<file path="src/rtl/core/ush_pkg.sv">
// ----------------------------------------------------------------------------
// ush_pkg: shared types and constants of the universal string hash
// Constants of the hash scheme, controller state, command and status
// structs, and the width of the shift-subtract reduction.
// ----------------------------------------------------------------------------
`default_nettype none

package ush_pkg;

  localparam int HASH_BITS_DEF = 16;
  localparam int TABLE_BITS    = 16;
  localparam int CHAR_BITS     = 8;
  localparam int STEP_BITS     = 15;

  localparam logic [TABLE_BITS-1:0] MULT_STEP   = 16'd27183;
  localparam logic [TABLE_BITS-1:0] MULT_START  = 16'd31415;
  localparam logic [TABLE_BITS-1:0] TABLE_RESET = 16'd919;
  localparam logic [TABLE_BITS-1:0] TABLE_MIN   = 16'd2;

  typedef enum logic [1:0] {
    ST_IDLE,
    ST_MUL,
    ST_RED,
    ST_DONE
  } ush_state_e;

  typedef struct packed {
    logic load_in;
    logic load_prod;
    logic reduce;
    logic commit;
  } ush_cmd_t;

  typedef struct packed {
    logic last;
    logic out_busy;
  } ush_status_t;

  // dividend width: covers hash*mult + char and mult*step
  function automatic int red_width(int hb);
    int pw;
    int kw;
    pw = ((2 * hb > CHAR_BITS) ? 2 * hb : CHAR_BITS) + 1;
    kw = hb + STEP_BITS;
    return (pw > kw) ? pw : kw;
  endfunction

endpackage

`default_nettype wire

</file>
<file path="src/rtl/core/ush_ctrl.sv">
// ----------------------------------------------------------------------------
// ush_ctrl: sequencer of the universal string hash
// Takes a character, starts the multiply, counts the reduction steps and
// commits the new state, holding a final result until the output is free.
// ----------------------------------------------------------------------------
`default_nettype none

module ush_ctrl #(
  parameter int HASH_BITS = ush_pkg::HASH_BITS_DEF
) (
  input  wire                      clk_i,
  input  wire                      rst_ni,
  input  wire                      in_valid_i,
  output logic                     in_ready_o,
  input  wire ush_pkg::ush_status_t status_i,
  output ush_pkg::ush_cmd_t        cmd_o
);

  localparam int RED_W = ush_pkg::red_width(HASH_BITS);
  localparam int CNT_W = $clog2(RED_W);

  ush_pkg::ush_state_e state_q, state_d;
  logic [CNT_W-1:0]    cnt_q, cnt_d;

  always_ff @(posedge clk_i or negedge rst_ni) begin
    if (!rst_ni) begin
      state_q <= ush_pkg::ST_IDLE;
      cnt_q   <= '0;
    end else begin
      state_q <= state_d;
      cnt_q   <= cnt_d;
    end
  end

  always_comb begin
    state_d    = state_q;
    cnt_d      = cnt_q;
    in_ready_o = 1'b0;
    cmd_o      = '0;
    case (state_q)
      ush_pkg::ST_IDLE: begin
        in_ready_o    = 1'b1;
        cmd_o.load_in = in_valid_i;
        if (in_valid_i) begin
          state_d = ush_pkg::ST_MUL;
        end
      end
      ush_pkg::ST_MUL: begin
        cmd_o.load_prod = 1'b1;
        cnt_d           = CNT_W'(RED_W - 1);
        state_d         = ush_pkg::ST_RED;
      end
      ush_pkg::ST_RED: begin
        cmd_o.reduce = 1'b1;
        if (cnt_q == '0) begin
          state_d = ush_pkg::ST_DONE;
        end else begin
          cnt_d = cnt_q - 1'b1;
        end
      end
      ush_pkg::ST_DONE: begin
        if (!(status_i.last && status_i.out_busy)) begin
          cmd_o.commit = 1'b1;
          state_d      = ush_pkg::ST_IDLE;
        end
      end
      default: begin
        state_d = ush_pkg::ST_IDLE;
      end
    endcase
  end

endmodule

`default_nettype wire

</file>
<file path="src/rtl/core/ush_datapath.sv">
// ----------------------------------------------------------------------------
// ush_datapath: arithmetic of the universal string hash
// Hash and multiplier state, the two products, two parallel radix-2
// reductions, the table size register and the output register.
// ----------------------------------------------------------------------------
`default_nettype none

module ush_datapath #(
  parameter int HASH_BITS = ush_pkg::HASH_BITS_DEF
) (
  input  wire                                   clk_i,
  input  wire                                   rst_ni,
  input  wire ush_pkg::ush_cmd_t                cmd_i,
  output ush_pkg::ush_status_t                  status_o,
  input  wire  [ush_pkg::CHAR_BITS-1:0]         char_i,
  input  wire                                   last_i,
  input  wire                                   cfg_we_i,
  input  wire  [ush_pkg::TABLE_BITS-1:0]        cfg_data_i,
  output logic                                  out_valid_o,
  input  wire                                   out_ready_i,
  output logic [ush_pkg::TABLE_BITS-1:0]        out_data_o
);

  localparam int HW    = HASH_BITS;
  localparam int TB    = ush_pkg::TABLE_BITS;
  localparam int RED_W = ush_pkg::red_width(HASH_BITS);

  logic [TB-1:0]                  tsize_q;
  logic [HW-1:0]                  h_q, k_q;
  logic [ush_pkg::CHAR_BITS-1:0]  ch_q;
  logic                           last_q;
  logic [RED_W-1:0]               hdiv_q, kdiv_q;
  logic [TB-1:0]                  hr_q, kr_q;
  logic                           out_valid_q;
  logic [TB-1:0]                  out_q;

  logic [TB-1:0]                  mod_h, mod_k;
  logic [2*HW-1:0]                hmul;
  logic [HW+ush_pkg::STEP_BITS-1:0] kmul;
  logic [TB:0]                    ht, kt;
  logic [TB-1:0]                  hr_d, kr_d;
  logic [HW-1:0]                  h_new, k_new;

  assign mod_h = (tsize_q < ush_pkg::TABLE_MIN) ? ush_pkg::TABLE_MIN : tsize_q;
  assign mod_k = mod_h - 1'b1;

  assign hmul = h_q * k_q;
  assign kmul = k_q * ush_pkg::STEP_BITS'(ush_pkg::MULT_STEP);

  assign ht   = {hr_q, hdiv_q[RED_W-1]};
  assign kt   = {kr_q, kdiv_q[RED_W-1]};
  assign hr_d = (ht >= {1'b0, mod_h}) ? TB'(ht - {1'b0, mod_h}) : ht[TB-1:0];
  assign kr_d = (kt >= {1'b0, mod_k}) ? TB'(kt - {1'b0, mod_k}) : kt[TB-1:0];

  assign h_new = HW'(hr_q);
  assign k_new = HW'(kr_q);

  always_ff @(posedge clk_i or negedge rst_ni) begin
    if (!rst_ni) begin
      tsize_q     <= ush_pkg::TABLE_RESET;
      h_q         <= '0;
      k_q         <= HW'(ush_pkg::MULT_START);
      out_valid_q <= 1'b0;
    end else begin
      if (cfg_we_i) begin
        tsize_q <= cfg_data_i;
      end
      if (cmd_i.commit && last_q) begin
        h_q <= '0;
        k_q <= HW'(ush_pkg::MULT_START);
      end else if (cmd_i.commit) begin
        h_q <= h_new;
        k_q <= k_new;
      end
      if (cmd_i.commit && last_q) begin
        out_valid_q <= 1'b1;
      end else if (out_ready_i) begin
        out_valid_q <= 1'b0;
      end
    end
  end

  always_ff @(posedge clk_i) begin
    if (cmd_i.load_in) begin
      ch_q   <= char_i;
      last_q <= last_i;
    end
    if (cmd_i.load_prod) begin
      hdiv_q <= RED_W'(hmul) + RED_W'(ch_q);
      kdiv_q <= RED_W'(kmul);
      hr_q   <= '0;
      kr_q   <= '0;
    end else if (cmd_i.reduce) begin
      hdiv_q <= hdiv_q << 1;
      kdiv_q <= kdiv_q << 1;
      hr_q   <= hr_d;
      kr_q   <= kr_d;
    end
    if (cmd_i.commit && last_q) begin
      out_q <= TB'(h_new);
    end
  end

  assign status_o.last     = last_q;
  assign status_o.out_busy = out_valid_q && !out_ready_i;
  assign out_valid_o       = out_valid_q;
  assign out_data_o        = out_q;

endmodule

`default_nettype wire

</file>
<file path="src/rtl/core/universal_string_hash.sv">
// ----------------------------------------------------------------------------
// universal_string_hash: varying-multiplier string hash
// Top level: sequencer and datapath joined by command and status structs.
// ----------------------------------------------------------------------------
// Hashes a key one byte per transfer; tlast marks the final byte, after
// which the bucket index (below table_size) appears on the output stream
// and the hash restarts. Each byte goes through the bit-serial
// shift-subtract reductions of hash*mult+char mod M and mult*27183
// mod (M-1), which run side by side; the next byte is taken only once
// the last is committed. The finished hash waits in an output register
// while the next string is taken. table_size values below 2 act as 2.
// Write table_size only while the block is idle.
`default_nettype none

module universal_string_hash #(
  parameter int HASH_BITS = ush_pkg::HASH_BITS_DEF
) (
  input  wire         clk_i,
  input  wire         rst_ni,
  input  wire         s_axis_tvalid,
  output logic        s_axis_tready,
  input  wire  [7:0]  s_axis_tdata,   // [7:0] character
  input  wire         s_axis_tlast,   // last_char
  output logic        m_axis_tvalid,
  input  wire         m_axis_tready,
  output logic [15:0] m_axis_tdata,   // [15:0] hash_value
  input  wire         cfg_valid_i,
  output logic        cfg_ready_o,
  input  wire  [15:0] cfg_data_i      // table_size
);

  ush_pkg::ush_cmd_t    cmd;
  ush_pkg::ush_status_t status;

  assign cfg_ready_o = 1'b1;

  ush_ctrl #(
    .HASH_BITS (HASH_BITS)
  ) u_ctrl (
    .clk_i      (clk_i),
    .rst_ni     (rst_ni),
    .in_valid_i (s_axis_tvalid),
    .in_ready_o (s_axis_tready),
    .status_i   (status),
    .cmd_o      (cmd)
  );

  ush_datapath #(
    .HASH_BITS (HASH_BITS)
  ) u_datapath (
    .clk_i       (clk_i),
    .rst_ni      (rst_ni),
    .cmd_i       (cmd),
    .status_o    (status),
    .char_i      (s_axis_tdata),
    .last_i      (s_axis_tlast),
    .cfg_we_i    (cfg_valid_i),
    .cfg_data_i  (cfg_data_i),
    .out_valid_o (m_axis_tvalid),
    .out_ready_i (m_axis_tready),
    .out_data_o  (m_axis_tdata)
  );

endmodule

`default_nettype wire

</file>
<file path="config.mk">
export PLATFORM = sky130hd
export DESIGN_NAME = universal_string_hash
export DESIGN_NICKNAME = d
export VERILOG_FILES = /design/src/rtl/core/ush_pkg.sv /design/src/rtl/core/ush_ctrl.sv /design/src/rtl/core/ush_datapath.sv /design/src/rtl/core/universal_string_hash.sv
export SDC_FILE = /design/constraint.sdc
export NUM_CORES = 1
export LEC_CHECK = 0
export ABC_AREA = 1
export BUFFER_PORTS_ARGS = -buffer_cell sky130_fd_sc_hd__clkbuf_2
export CORE_ASPECT_RATIO = 2
export CORE_UTILIZATION = 63
export DETAILED_ROUTE_END_ITERATION = 10
export GPL_TIMING_DRIVEN = 1
export PLACE_DENSITY = 0.8
export SLEW_MARGIN = 10
export SYNTH_ARGS = -nofsm -noshare
export SYNTH_HDL_FRONTEND = slang
export SYNTH_HIERARCHICAL = 1
export SYNTH_SLANG_ARGS = --single-unit
</file>
<file path="constraint.sdc">
create_clock -name clk_i -period 12.7 [get_ports clk_i]
set_clock_uncertainty 0.15 [all_clocks]
set_input_delay 0.635 -clock clk_i [delete_from_list [all_inputs] [get_ports clk_i]]
set_output_delay 0.635 -clock clk_i [all_outputs]
set_load 0.1 [all_outputs]
</file>
Word level (Yosys, flattened, before mapping)
Index checks and enable logic that the tools add are counted.
{"block": "classes", "n_addsub": 5, "n_mul": 2, "n_lt_le_gt_ge": 3, "n_eq_ne": 7, "n_mux": 25, "reduce_logical": 12}
{"cell": "$mux W16", "n": 7}
{"cell": "$mux W33", "n": 2}
{"cell": "$mux W31", "n": 2}
{"cell": "$ge A17 B16 Y1", "n": 2}
{"cell": "$add A32 B8 Y33", "n": 1}
{"cell": "$mul A16 B16 Y32", "n": 1}
{"cell": "$sub A16 B16 Y16", "n": 2}
{"cell": "$mul A16 B15 Y31 const B", "n": 1}
{"cell": "$lt A16 B2 Y1 const B", "n": 1}
{"cell": "$sub A16 B1 Y16 const B", "n": 1}
{"cell": "$pmux W6 S2", "n": 1}
{"cell": "$mux W1", "n": 8}
{"cell": "$pmux W2 S4", "n": 1}
{"cell": "$reduce_bool A2 Y1", "n": 4}
{"cell": "$logic_not A6 Y1", "n": 1}
{"cell": "$mux W2", "n": 3}
{"cell": "$mux W6", "n": 1}
{"cell": "$ne A2 B2 Y1 const B", "n": 3}
{"cell": "$sub A6 B1 Y6 const B", "n": 1}
{"cell": "$eq A2 B2 Y1 const B", "n": 2}
{"cell": "$logic_and A1 B1 Y1", "n": 3}
{"cell": "$reduce_and A3 Y1", "n": 1}
{"cell": "$eq A2 B1 Y1 const B", "n": 1}
{"cell": "$logic_not A2 Y1", "n": 1}
{"cell": "3 further kinds", "n": 3}
{"block": "totals", "ff_bits": 180, "input_bits": 30, "output_inout_bits": 19, "word_cells": 68}

Longest topological paths before layout
Gate-level depths: netlist of the first run.
{"block": "logic_depth", "ltp_word": 7, "mapped_depth": 28, "mapped_depth_nobuf": 26}

By module
Netlist of the first run, hierarchy kept.
{"module": "ush_datapath", "instances": 1, "cells_each": 3230, "area_per_inst_um2": 24294.6, "seq_area_each_um2": 4601.9}
{"module": "ush_ctrl", "instances": 1, "cells_each": 72, "area_per_inst_um2": 556.8, "seq_area_each_um2": 200.2}
{"module": "universal_string_hash", "instances": 1, "cells_each": 2, "area_per_inst_um2": 11.3, "seq_area_each_um2": 0.0}

Least setup slack after synthesis of the first run
OpenSTA, ideal clock, no wires.
{"block": "synth_path", "path_type": "flip-flop to flip-flop", "start": "register u_datapath.k_q[1]", "end": "register u_datapath.hdiv_q[14], data pin", "setup_time_ns": 0.254, "arrival_ns": 5.492, "t_required_ns": 12.296, "setup_slack_ns": 6.805, "stages_incl_launch_ff": 20, "n_path_buf": 2, "period_less_slack_ns": 5.895, "path_cell_list": "dfstp_2 -> clkbuf_1 -> clkbuf_1 -> nand2_1 -> fa_1 -> fa_1 -> fa_1 -> fa_1 -> inv_1 -> fa_1 -> inv_1 -> fa_1 -> inv_1 -> ha_1 -> a21oi_1 -> o21bai_1 -> nand3b_1 -> or2_2 -> nand3_1 -> nand2_1"}
{"block": "synth_between", "elab_chain_cells": 3}
{"item": "from (decl)", "line": "ush_datapath.sv:29", "text": "logic [HW-1:0] h_q, k_q;"}
{"item": "from (signal assigned)", "line": "ush_datapath.sv:62", "text": "k_q <= HW'(ush_pkg::MULT_START);"}
{"item": "from (signal assigned)", "line": "ush_datapath.sv:70", "text": "k_q <= HW'(ush_pkg::MULT_START);"}
{"item": "from (signal assigned)", "line": "ush_datapath.sv:73", "text": "k_q <= k_new;"}
{"item": "$mul A16 B16 Y32", "line": "ush_datapath.sv:47", "text": "assign hmul = h_q * k_q;"}
{"item": "$add A32 B8 Y33", "line": "ush_datapath.sv:89", "text": "hdiv_q <= RED_W'(hmul) + RED_W'(ch_q);"}
{"item": "$mux W33", "line": "ush_datapath.sv:88", "text": "if (cmd_i.load_prod) begin"}
{"item": "to (signal assigned)", "line": "ush_datapath.sv:89"}
{"item": "to (signal assigned)", "line": "ush_datapath.sv:94", "text": "hdiv_q <= hdiv_q << 1;"}
{"item": "to (decl)", "line": "ush_datapath.sv:32", "text": "logic [RED_W-1:0] hdiv_q, kdiv_q;"}
No other way between the ends.
A chain may end at the register's enable or synchronous reset.

Worst setup path in the final report of the first run
{"block": "layout_path", "start": "register u_datapath.k_q[8]", "end": "register u_datapath.hdiv_q[32], data pin"}
Same word-level chain as after synthesis.

==> out/results.ini, run 1 <==
[floorplanning]
core_area_sq_um=38800
fp.dieW_um=142
start_util=0.641
dieArea_sq_um=40300
die_y_um=283
rows=102
ioPinCount=49

[detailed_routing]
num_vias=20973
drtPass1Iterations=6
totalWireLength_um=71400
drc_errors=0
drt_iter0_drc=1257
vias_per_cell=5.51
wl_per_cell_um=18.7
drtAntennaViolNets=0

[layout]
finalInstanceArea_sq_um=26000
num-fill-cells=3396
drive_above_1_share=0.0386
final_cells=3808
final_nets=3882
area_growth_pct=4.43

[critical_path]
cp_data_required_time_ps=12790
startpoint_type=flop
cp_slowest_stage_delay_ps=960
crit_arrival_ps=6850
slowest_stage=dfrtp_1
crit_top_cell=nand2_1
cp.buffers_inverters=5
cp-end-kind=flop
path_class=flop to flop
r2r_setup_slack_ps=5940
r2r-end=u_datapath/hdiv_q[32]
reg2reg_from=u_datapath/k_q[8]
reg2reg_depth=22
worst-path-stages=22
crit_chain=nand2_1 > fa_1 > inv_1 > fa_1 > inv_1 > fa_1 > inv_1 > fa_1 > fa_1 > inv_1 > fa_1 > inv_1 > ha_1 > nand2_1 > nor2_1 > nand3_1 > nand2_1 > nand2_1 > nand2_1 > nand2_1 > nand3_1 > nand2_1
cp_max_fo=22
crit_family=adder cells

[global_route]
grt_pass1_vias=22525
grt_pass1_wl_um=114000
grt-ovfl-total=0
busiest_layer=met2
use_met3=0.0627
grt_util_met1=0.347
grt_use_met2=0.692
antenna_found_initial=1
grt_max_degree=74
groute.usage.overall=0.378

[logic_synthesis]
syn-num-nets=3912
syn_inst=3304
synth-main-ff-cell=edfxtp_1
synth_most_common_cell=nand2_1
yosys.area.top_type=fa_1
ys_async_sr_fraction=0.317
yosysSeqAreaShare=0.193
synth-seq-cells=180
synth_edf_count=89
avgSynthCellArea_sq_um=7.52
synthTopCellsByArea=fa_1, nand2_1, ha_1
synth_top_area_share=0.232
synth_area_sq_um=24900
synth_top_cells_by_count=nand2_1, inv_1, ha_1, fa_1, nand3_1
yosysWarnings=6
netlist-cell-type-count=44

[sta]
final_max_slew_viol_count=0
setup_viol=0
fmax_mhz=148
slew_headroom=0.134
period_minus_slack_ps=6760
hold_violations=0
fin_tns_setup_ps=0
finalCritPeriodShare=0.532
worst_pin_slew_ps=1300
grt_setup_unrepaired=no

[clock_tree]
cts_root_buf=clkbuf_16
cts_num_sinks=180
cts_resized=0
clk_pin_slew_ps=100
numCtsBuffers=17
cts-hold-fix-buffers=0
clk_latency_ps=500
cts_setup_buffers=0
cts_max_path_buffers=2
h-tree-depth=4
cts_tree=yes

[min_path]
hold_path.class=input port to asynchronous set/reset pin

[placed_design]
placedInstanceArea_sq_um=25300
post-place-cells=3775
dp_hpwl_um=58900
portBuffers=47
gp_congestion=1.00

[flow_run]
maxCapViolCount=0

[status]
status=completed

-- worst reg2reg max path, stage by stage, from the launching register on --
cell and delay (ps):
dfrtp_1 960, nand2_1 170, fa_1 540, inv_1 50
fa_1 500, inv_1 50, fa_1 520, inv_1 50
fa_1 420, fa_1 530, inv_1 50, fa_1 470
inv_1 40, ha_1 350, nand2_1 150, nor2_1 510
nand3_1 260, nand2_1 360, nand2_1 120, nand2_1 90
nand2_1 50, nand3_1 60, nand2_1 50
-- cells by family after synthesis --
kind of cell	after synthesis	synth area share
DFF	180	0.193
buffers and inverters	929	0.143
AOI/OAI and AO/OA	174	0.0378
xor gates and xnor gates	50	0.0176
adders and majority gates	578	0.378
muxes	2	0.000906
other	1	0.000151
and+or+nand+nor	1390	0.229
-- sequential cells by signal, indices dropped and copies added (netlist names), 6 cells and up --
name	count
u_ctrl/cnt_q	6
u_datapath/ch_q	8
u_datapath/h_new	16
u_datapath/h_q	16
u_datapath/hdiv_q	33
u_datapath/k_new	16
u_datapath/k_q	16
u_datapath/kdiv_q	33
u_datapath/out_data_o	16
u_datapath/tsize_q	16
-- how the worst max path moves through the flow --
| stage | slack [ps] | startpoint | to |
|---|---|---|---|
| 4_1_cts | 6010 | u_datapath/k_q[8] | u_datapath/hdiv_q[32] |
| 3_3_place_gp | 6070 | u_datapath/k_q[8] | u_datapath/hdiv_q[24] |
| 2_1_floorplan | 6800 | u_datapath/k_q[1] | u_datapath/hdiv_q[14] |
| 6_report | 5940 | u_datapath/k_q[8] | u_datapath/hdiv_q[32] |
| 3_5_place_dp | 6030 | u_datapath/k_q[8] | u_datapath/hdiv_q[32] |
| 5_1_grt | 5710 | u_datapath/k_q[8] | u_datapath/hdiv_q[32] |
-- through the flow --
| stage | worst slack, ps | utilization | hold WS, ps |
|---|---|---|---|
| 3_3_place_gp | 6070 | 0.653 | 308 |
| 5_1_grt | 5710 | 0.669 | 156 |
| 6_report | 5940 | 0.669 | 156 |
| 3_5_place_dp | 6030 | 0.653 | 312 |
| 2_1_floorplan | 6800 | - | 189 |
| 4_1_cts | 6010 | 0.669 | 164 |
-- area by class of cell --
| type | count | area [sq um] | share of cell area |
|---|---|---|---|
| Antenna cell | 1 | 2.50 | 0.0000964 |
| Clock buffer | 17 | 425 | 0.0164 |
| Clock inverter | 15 | 188 | 0.00723 |
| Inverter | 826 | 3100 | 0.119 |
| Multi-Input combinational cell | 2195 | 16500 | 0.636 |
| Sequential cell | 180 | 4800 | 0.185 |
| Tap cell | 520 | 651 | 0.0251 |
| Timing Repair Buffer | 54 | 288 | 0.0111 |
-- per-layer routing --
metal	vias up	wire length [um]
li1	9855	-
met4	0	7190
met1	9933	22300
met3	370	3570
met5	-	0
met2	815	38300
-- layout by cell type, fill, tap and decap left out, drive strengths merged, types with 8 or more instances in the layout --
cell | Yosys | layout
a21oi | 66 | 66
a22oi | 8 | 8
clkbuf | 84 | 64
clkinv | 1 | 9
dfrtp | 39 | 39
dfstp | 18 | 18
dfxtp | 34 | 34
edfxtp | 89 | 89
fa | 288 | 288
ha | 290 | 290
inv | 825 | 831
nand2 | 999 | 999
nand3 | 189 | 189
nand3b | 22 | 22
nand4 | 25 | 25
nor2 | 118 | 118
nor3 | 23 | 23
o21ai | 76 | 76
o21bai | 10 | 10
xnor2 | 31 | 31
xor2 | 19 | 19
Power of run 1 is not shown: default switching activity piles up to over one toggle a cycle in this logic, so the estimate is an artifact.
==> inputs of run 2 (changes only) <==
==> constraint.sdc (replaced) <==
create_clock -name clk_i -period 7 [get_ports clk_i]
set_clock_uncertainty 0.15 [all_clocks]
set_input_delay 0.35 -clock clk_i [delete_from_list [all_inputs] [get_ports clk_i]]
set_output_delay 0.35 -clock clk_i [all_outputs]
set_load 0.1 [all_outputs]
==> run 2 against run 1 <==
Global-route usage down 0.31 points. Maximum frequency grew 5.4%. First-iteration DRC count increased by 17%. Highest routed layer unchanged.
==> out/results.ini, run 2 (same netlist as run 1, synthesis figures left out) <==
[critical_path]
startpoint_type=flop
path_class=flop to flop
cp_data_required_time_ps=7080
crit_arrival_ps=6490
cp_max_fo=23
cp-end-kind=flop

[clock_tree]
cts_resized=0
cts_max_path_buffers=2
clk_pin_slew_ps=80
clk_latency_ps=470
cts_tree=yes
cts_root_buf=clkbuf_16
numCtsBuffers=17
h-tree-depth=4
cts_num_sinks=180

[global_route]
antenna_found_initial=0
groute.usage.overall=0.375
grt_max_degree=74
grt-ovfl-total=0
grt_pass1_vias=22875
grt_pass1_wl_um=114000

[layout]
n_antenna_cell=0
final_cell_mix=nand2_1, inv_1, ha_1
layout_commonest_cell=nand2_1
area_growth_pct=5.66
finalInstanceArea_sq_um=26300
final_nets=3915
drive_above_1_share=0.0407
reg_top3=u_datapath/hdiv_q (33), u_datapath/kdiv_q (33)

[detailed_routing]
totalWireLength_um=71800
vias_per_cell=5.52
wl_per_cell_um=18.7
drtPass1Iterations=6
drtAntennaViolNets=0
drt_iter0_drc=1469
num_vias=21205
drc_errors=0

[placed_design]
portBuffers=47
gp_congestion=1.00
dp_hpwl_um=59100
placedInstanceArea_sq_um=25400

[flow_run]
maxCapViolCount=0

[sta]
hold_violations=0
fmax_mhz=156
worst_pin_slew_ps=1280
grt_setup_unrepaired=no
finalCritPeriodShare=0.916
slew_headroom=0.146
period_minus_slack_ps=6410
fin_tns_setup_ps=0
setup_viol=0
final_max_slew_viol_count=0

[floorplanning]
rows=102
fp.dieW_um=142
core_area_sq_um=38800
ioPinCount=49
start_util=0.641
dieArea_sq_um=40300
die_y_um=283

[min_path]
hold_path.class=input port to flop

[status]
status=completed

-- run 2: changes by cell type in the layout (fill, tap and decap cells not counted), sizes merged --
cell         before  now
buf               7   15
clkbuf           64   65
clkinv            9    8
clkinvlp          1    0
diode             1    0
dlygate4sd3       0   25
inv             831  832
-- run 2: layer usage --
metal / GRT usage / share of wire / vias to the layer above
li1: - / - / 9932
met1: 0.332 / 0.31 / 10073
met2: 0.704 / 0.54 / 819
met3: 0.0603 / 0.045 / 381
met4: 0.336 / 0.10 / 0
met5: 0 / 0 / -
-- run 2: final timing paths --
kind | start | end | slack (ps) | depth (start not counted)
max in group asynchronous | rst_ni | u_ctrl/cnt_q[2] | 5760 | 3
min in group asynchronous | rst_ni | u_datapath/tsize_q[6] | 430 | 3
max | u_datapath/k_q[7] | u_datapath/hdiv_q[32] | 590 | 22
min | cfg_data_i[5] | u_datapath/tsize_q[5] | 30 | 3
min reg2reg | u_datapath/kdiv_q[30] | u_datapath/kdiv_q[31] | 320 | 2
max reg2reg | u_datapath/k_q[7] | u_datapath/hdiv_q[32] | 590 | 22
-- run 2: timing repair --
item                                   in CTS  in global routing
hold buffers                               25                  0
buffers inserted                            0                  0
endpoints found under the hold margin      63                  0
-- run 2: worst max-delay path, stage by stage (launching register included) --
cell and delay, ps:
dfstp_2 880, nand2_1 150, fa_1 570, inv_1 60, fa_1 510, inv_1 60, fa_1 530, inv_1 50
fa_1 390, fa_1 510, inv_1 50, fa_1 480, inv_1 40, ha_1 380, nand2_1 140, nor2_1 410
a21oi_1 130, nand2_1 290, nand2_1 120, nand2_1 90, nand2_1 50, nand3_1 60, nand2_1 50
-- run 2: metrics by stage --
step	instances	worst slack, ps	hold WS [ps]	utilization
2_1_floorplan	3304	1100	-95.6	-
3_3_place_gp	3783	775	293	0.655
3_5_place_dp	3783	665	310	0.655
4_1_cts	3840	663	2.41	0.677
5_1_grt	3840	366	29.0	0.677
6_report	3840	589	33.6	0.677
-- run 2: cell type report --
class / count / area [sq um]
clock buffers: 18 / 450
clock inverters: 14 / 159
fillers: 3344 / 12500
inverters: 826 / 3100
multi-input cells: 2195 / 16500
flip-flops and latches: 180 / 4800
well taps: 520 / 651
repair buffers: 87 / 598
Power of run 2 is left out for the same reason.
